**config.mk**
```make
export PLATFORM = sky130hd
export DESIGN_NAME = pmbd_mod_unit
export DESIGN_NICKNAME = d
export VERILOG_FILES = /design/src/hdl/pmbd_pkg.sv /design/src/hdl/pmbd_mod_unit.sv
export SDC_FILE = /design/constraint.sdc
export NUM_CORES = 2
export LEC_CHECK = 0
export ABC_CLOCK_PERIOD_IN_PS = 6300
export BUFFER_PORTS_ARGS = -buffer_cell sky130_fd_sc_hd__buf_2
export CORE_MARGIN = 2
export CORE_UTILIZATION = 45
export DETAILED_ROUTE_END_ITERATION = 16
export PLACE_DENSITY = 0.64
export SYNTH_ARGS = -nofsm -noshare
export SYNTH_HDL_FRONTEND = slang
export SYNTH_SLANG_ARGS = --single-unit
export TNS_END_PERCENT = 30
```
**constraint.sdc**
```tcl
create_clock -name clk -period 6.3 [get_ports clk]
set_clock_uncertainty 0.1 [all_clocks]
set_input_delay 0 -clock clk [delete_from_list [all_inputs] [get_ports clk]]
set_output_delay 0 -clock clk [all_outputs]
set_load 0.1 [all_outputs]
```
**src/hdl/pmbd_pkg.sv**
```systemverilog
`timescale 1ns / 1ps
`default_nettype none
// ----------------------------------------------------------------------------
// pmbd_pkg
// shared types and constants of the paged memory bus decoder
// ----------------------------------------------------------------------------
package pmbd_pkg;

  localparam int OFF_W  = 24;  // offset bits within a page
  localparam int SIZE_W = 25;  // region sizes up to 2^24 bytes

  // every region holds at least 256 bytes, so a quotient fits in 16 bits
  localparam int QUO_W   = 16;
  // floor(2^24 / size) for a size of at least 256 bytes
  localparam int RECIP_W = 17;
  localparam int PROD_W  = OFF_W + QUO_W;

  typedef enum logic [2:0] {
    OP_RD_BYTE   = 3'd0,
    OP_RD_HALF   = 3'd1,
    OP_RD_WORD   = 3'd2,
    OP_WR_BYTE   = 3'd3,
    OP_WR_HALF   = 3'd4,
    OP_WR_WORD   = 3'd5,
    OP_LOAD_BYTE = 3'd6
  } op_t;

  localparam logic [7:0] PAGE_BOOT = 8'h00;
  localparam logic [7:0] PAGE_WORK = 8'h02;
  localparam logic [7:0] PAGE_IRAM = 8'h03;
  localparam logic [7:0] PAGE_PAL  = 8'h05;
  localparam logic [7:0] PAGE_VRAM = 8'h06;
  localparam logic [7:0] PAGE_CART = 8'h08;

  typedef enum logic [2:0] {
    ST_CLEAR,
    ST_IDLE,
    ST_LANE,
    ST_MOD,
    ST_READ,
    ST_FIN
  } state_t;

  typedef struct packed {
    logic               start;
    logic [OFF_W-1:0]   dividend;
    logic [SIZE_W-1:0]  divisor;
    logic [RECIP_W-1:0] recip;
  } mod_req_t;

  typedef struct packed {
    logic             done;
    logic [OFF_W-1:0] rem;
  } mod_rsp_t;

endpackage
`default_nettype wire

```
**src/hdl/pmbd_mod_unit.sv**
```systemverilog
`timescale 1ns / 1ps
`default_nettype none
// ----------------------------------------------------------------------------
// pmbd_mod_unit
// remainder of a page offset by a region size through a reciprocal multiply
// and one correcting subtract
// ----------------------------------------------------------------------------
module pmbd_mod_unit
  import pmbd_pkg::*;
(
  input  wire logic     clk,
  input  wire logic     rst,
  input  wire mod_req_t req,
  output mod_rsp_t      rsp
);

  logic [2:0]         stage;
  logic               done;
  logic [OFF_W-1:0]   x_q;
  logic [SIZE_W-1:0]  n_q;
  logic [RECIP_W-1:0] m_q;
  logic [QUO_W-1:0]   q_q;
  logic [SIZE_W-1:0]  r_q;
  logic [OFF_W-1:0]   rem;

  assign rsp.done = done;
  assign rsp.rem  = rem;

  always_ff @(posedge clk) begin
    if (rst) begin
      stage <= '0;
      done  <= 1'b0;
    end else begin
      stage <= {stage[1:0], req.start};
      done  <= stage[2];
    end
  end

  always_ff @(posedge clk) begin
    if (req.start) begin
      x_q <= req.dividend;
      n_q <= req.divisor;
      m_q <= req.recip;
    end
    // quotient estimate, low by at most one
    if (stage[0]) begin
      q_q <= QUO_W'((PROD_W'(x_q) * PROD_W'(m_q)) >> OFF_W);
    end
    // partial remainder below twice the size
    if (stage[1]) begin
      r_q <= SIZE_W'(x_q) - SIZE_W'(q_q) * n_q;
    end
    if (stage[2]) begin
      rem <= OFF_W'((r_q >= n_q) ? r_q - n_q : r_q);
    end
  end

endmodule
`default_nettype wire

```
==> reports/results.ini <==
[outcome]
status = complete, but fails checks
violations = setup timing

[synthesis]
ys_types = 59
synth_top_cell_area_share_pct = 41.7
syn-num-nets = 3580
netlist_top_cells_area = fa_1 (42%), edfxtp_1 (15%), inv_1 (9.4%)
async_reset_ff_share_pct = 0
synthCells = 2757
synth.most_common_cell = inv_1
netlist_top_cells_count = inv_1 (669), fa_1 (558), nand2_1 (396)
yosys.area.top_type = fa_1
syn-mean-instance-area_um2 = 9.72
yosys_warnings = 0
synth_ff_type = edfxtp_1
ys_ff_latch = 135
yosysSeqAreaShare_pct = 15.0
synth-edff-count = 131
syn_area_mm2 = 0.0268

[route]
firstDrtPassIters = 5
viasPerCell = 5.09
first_iter_violations = 1204
drc = 0
ant_nets = 0
route.vias.total = 19300
wl_per_cell_um = 18.3
wl_mm = 69.5

[timing]
setup_viol_count_final = 5
finalCritPeriodShare_pct = 102
setup_ws_ps = -108
fmax_mhz = 156
grt_setup_unrepaired = yes
whs_ps = 112
final-hold-violation-count = 0
drv_slew = 0
tightest_slew_ps = 1100
period_needed_ps = 6410
slew_headroom_pct = 27.0

[placed_design]
dp_hpwl_mm = 56.4
dp_cells = 3674
dp_slack_ps = -226
gp_congestion = 0.886
port_buffers = 93

[finish]
fin_util_pct = 52.7
area_growth_pct = 15.7
instances_no_fill = 3796
layout-drive-gt1-share_pct = 12.9
n_fill_cell = 5222
fin_nets = 3832

[critical_path]
cp_common_cell = fa_1
crit_slowest_cell = edfxtp_1
cp_max_fo = 5
cp_cell_sequence = buf_6 -> buf_12 -> and2_4 -> fa_1 -> inv_2 -> fa_1 -> fa_1 -> inv_1 -> fa_1 -> fa_1 -> inv_1 -> fa_1 -> inv_1 -> ha_2 -> or3_4 -> o211ai_1 -> a311oi_2 -> o31a_1 -> a211o_1 -> a21oi_2 -> xnor2_1
critPathArrivalTime_ps = 6530
slowest_delay_ps = 540
cp.required_ps = 6420
path_class = flip-flop to flip-flop
worst_setup_path_end_kind = flip-flop
start_kind = flip-flop

[cts]
clk_path_buf_depth = 2
cts_tree = done
clk-insertion-delay-late_ps = 490
cts_buffers = 17
cts.sinks = 135
cts-htree-levels = 4
path_clk_slew_ps = 80
cts_root_buffer = clkbuf_16

[floorplan]
start_util_pct = 45.5
die_w_um = 248
boundaryPins = 94
core.rowCount = 89
die_y_um = 248
die-area_mm2 = 0.0615
fp.coreArea_mm2 = 0.0589

[job]
maxCapViolCount = 0

[grt]
grt_overflow = 0
antenna_found_initial = 0
grt_usage_pct = 24.1
grt_pass1_vias = 21600
grt_max_degree = 63
grt_first_pass_wirelength_mm = 113

[hold_path]
hp-class = primary input to flip-flop

-- sequential cells by signal, indices dropped and copies added, names as in the netlist --
name and flops:
done 1, m_q 17, n_q 25, q_q 16, r_q 25, rem 24
stage 3, x_q 24
-- per-layer routing --
layer | track usage, % | part of all wire (%) | vias to the layer above
met5 | 0 | 0 | -
met4 | 9.12 | 3.7 | 0
met3 | 3.89 | 5.0 | 147
met2 | 42.4 | 50 | 550
met1 | 29.9 | 41 | 9948
li1 | - | - | 8688
-- worst max-delay path: cells and delay by family (launching register included) --
family                   cells  cell delay [ps]
AO/OA/AOI/OAI                5             1230
adder cells (fa/ha/maj)      7             3130
AND/OR/NAND/NOR              2              530
flip-flops                   1              540
XOR/XNOR                     1              110
buffers and inverters        6              500
-- kinds of logic after synthesis --
logic type               after synthesis  share of synthesized area [%]
AND/OR/NAND/NOR                      804                           14.7
buffers and inverters                773                           10.9
adder cells (fa/ha/maj)              754                           50.8
AO/OA/AOI/OAI                        177                           4.44
flip-flops                           135                           15.0
XOR/XNOR                              89                           2.91
multiplexers                          25                           1.26
-- cell type report --
cell class,count,area (um2),area share (%)
multi-input cells,1849,20100,64.8
flip-flops and latches,135,4010,12.9
repair buffers,337,2810,9.04
inverters,669,2510,8.10
well taps,773,967,3.12
clock buffers,18,429,1.38
clock inverters,14,175,0.565
diodes,1,2.50,0.00807
-- stage by stage --
stage          instance area (um2)  TNS, ps
2_1_floorplan                26800        0
3_3_place_gp                 29200     -162
3_5_place_dp                 29200     -862
4_1_cts                      30800    -88.9
5_1_grt                      31000    -2270
6_report                     31000     -313
-- worst paths after layout --
check                                  startpoint           endpoint  slack, ps  cells after the start
worst max-delay path             m_q[5]$_DFFE_PP_  q_q[14]$_DFFE_PP_       -110                     21
worst min-delay path                      req[10]  m_q[10]$_DFFE_PP_        110                      2
worst max register to register   m_q[5]$_DFFE_PP_  q_q[14]$_DFFE_PP_       -110                     21
worst min register to register  r_q[19]$_DFFE_PP_  rem[19]$_DFFE_PP_        490                      1
-- layout by cell type, fill, tap and decap left out, drive strengths merged, types with 4 or more instances in the layout --
cell type and count:
nand2 397, nand2b 5, a21oi 58, clkbuf 18, inv 671, xor2 22
o21bai 4, dfxtp 4, dlygate4sd3 68, a21o 22, mux2i 5, edfxtp 131
or3 6, o211ai 4, mux2 20, a211oi 8, and2 313, nor2b 12
o21ai 29, nor3 9, xnor2 67, fa 558, buf 269, o21a 19
nor2 37, nand4 9, and3 7, nand3 5, ha 196, clkinv 7
a311oi 5
-- timing repair --
| action | CTS | global route |
|---|---|---|
| buffers inserted | 9 | 11 |
| pin swaps | 11 | 55 |
| hold buffers | 68 | 0 |
| endpoints found under the hold margin | 75 | 0 |
| endpoints found under the setup margin | 8 | 18 |
| resized for setup | 35 | 44 |
| cloned | 0 | 1 |
Power is left out: the tool's default activity adds up to more than one toggle a clock period on the data nets, which glitch-free logic cannot reach.
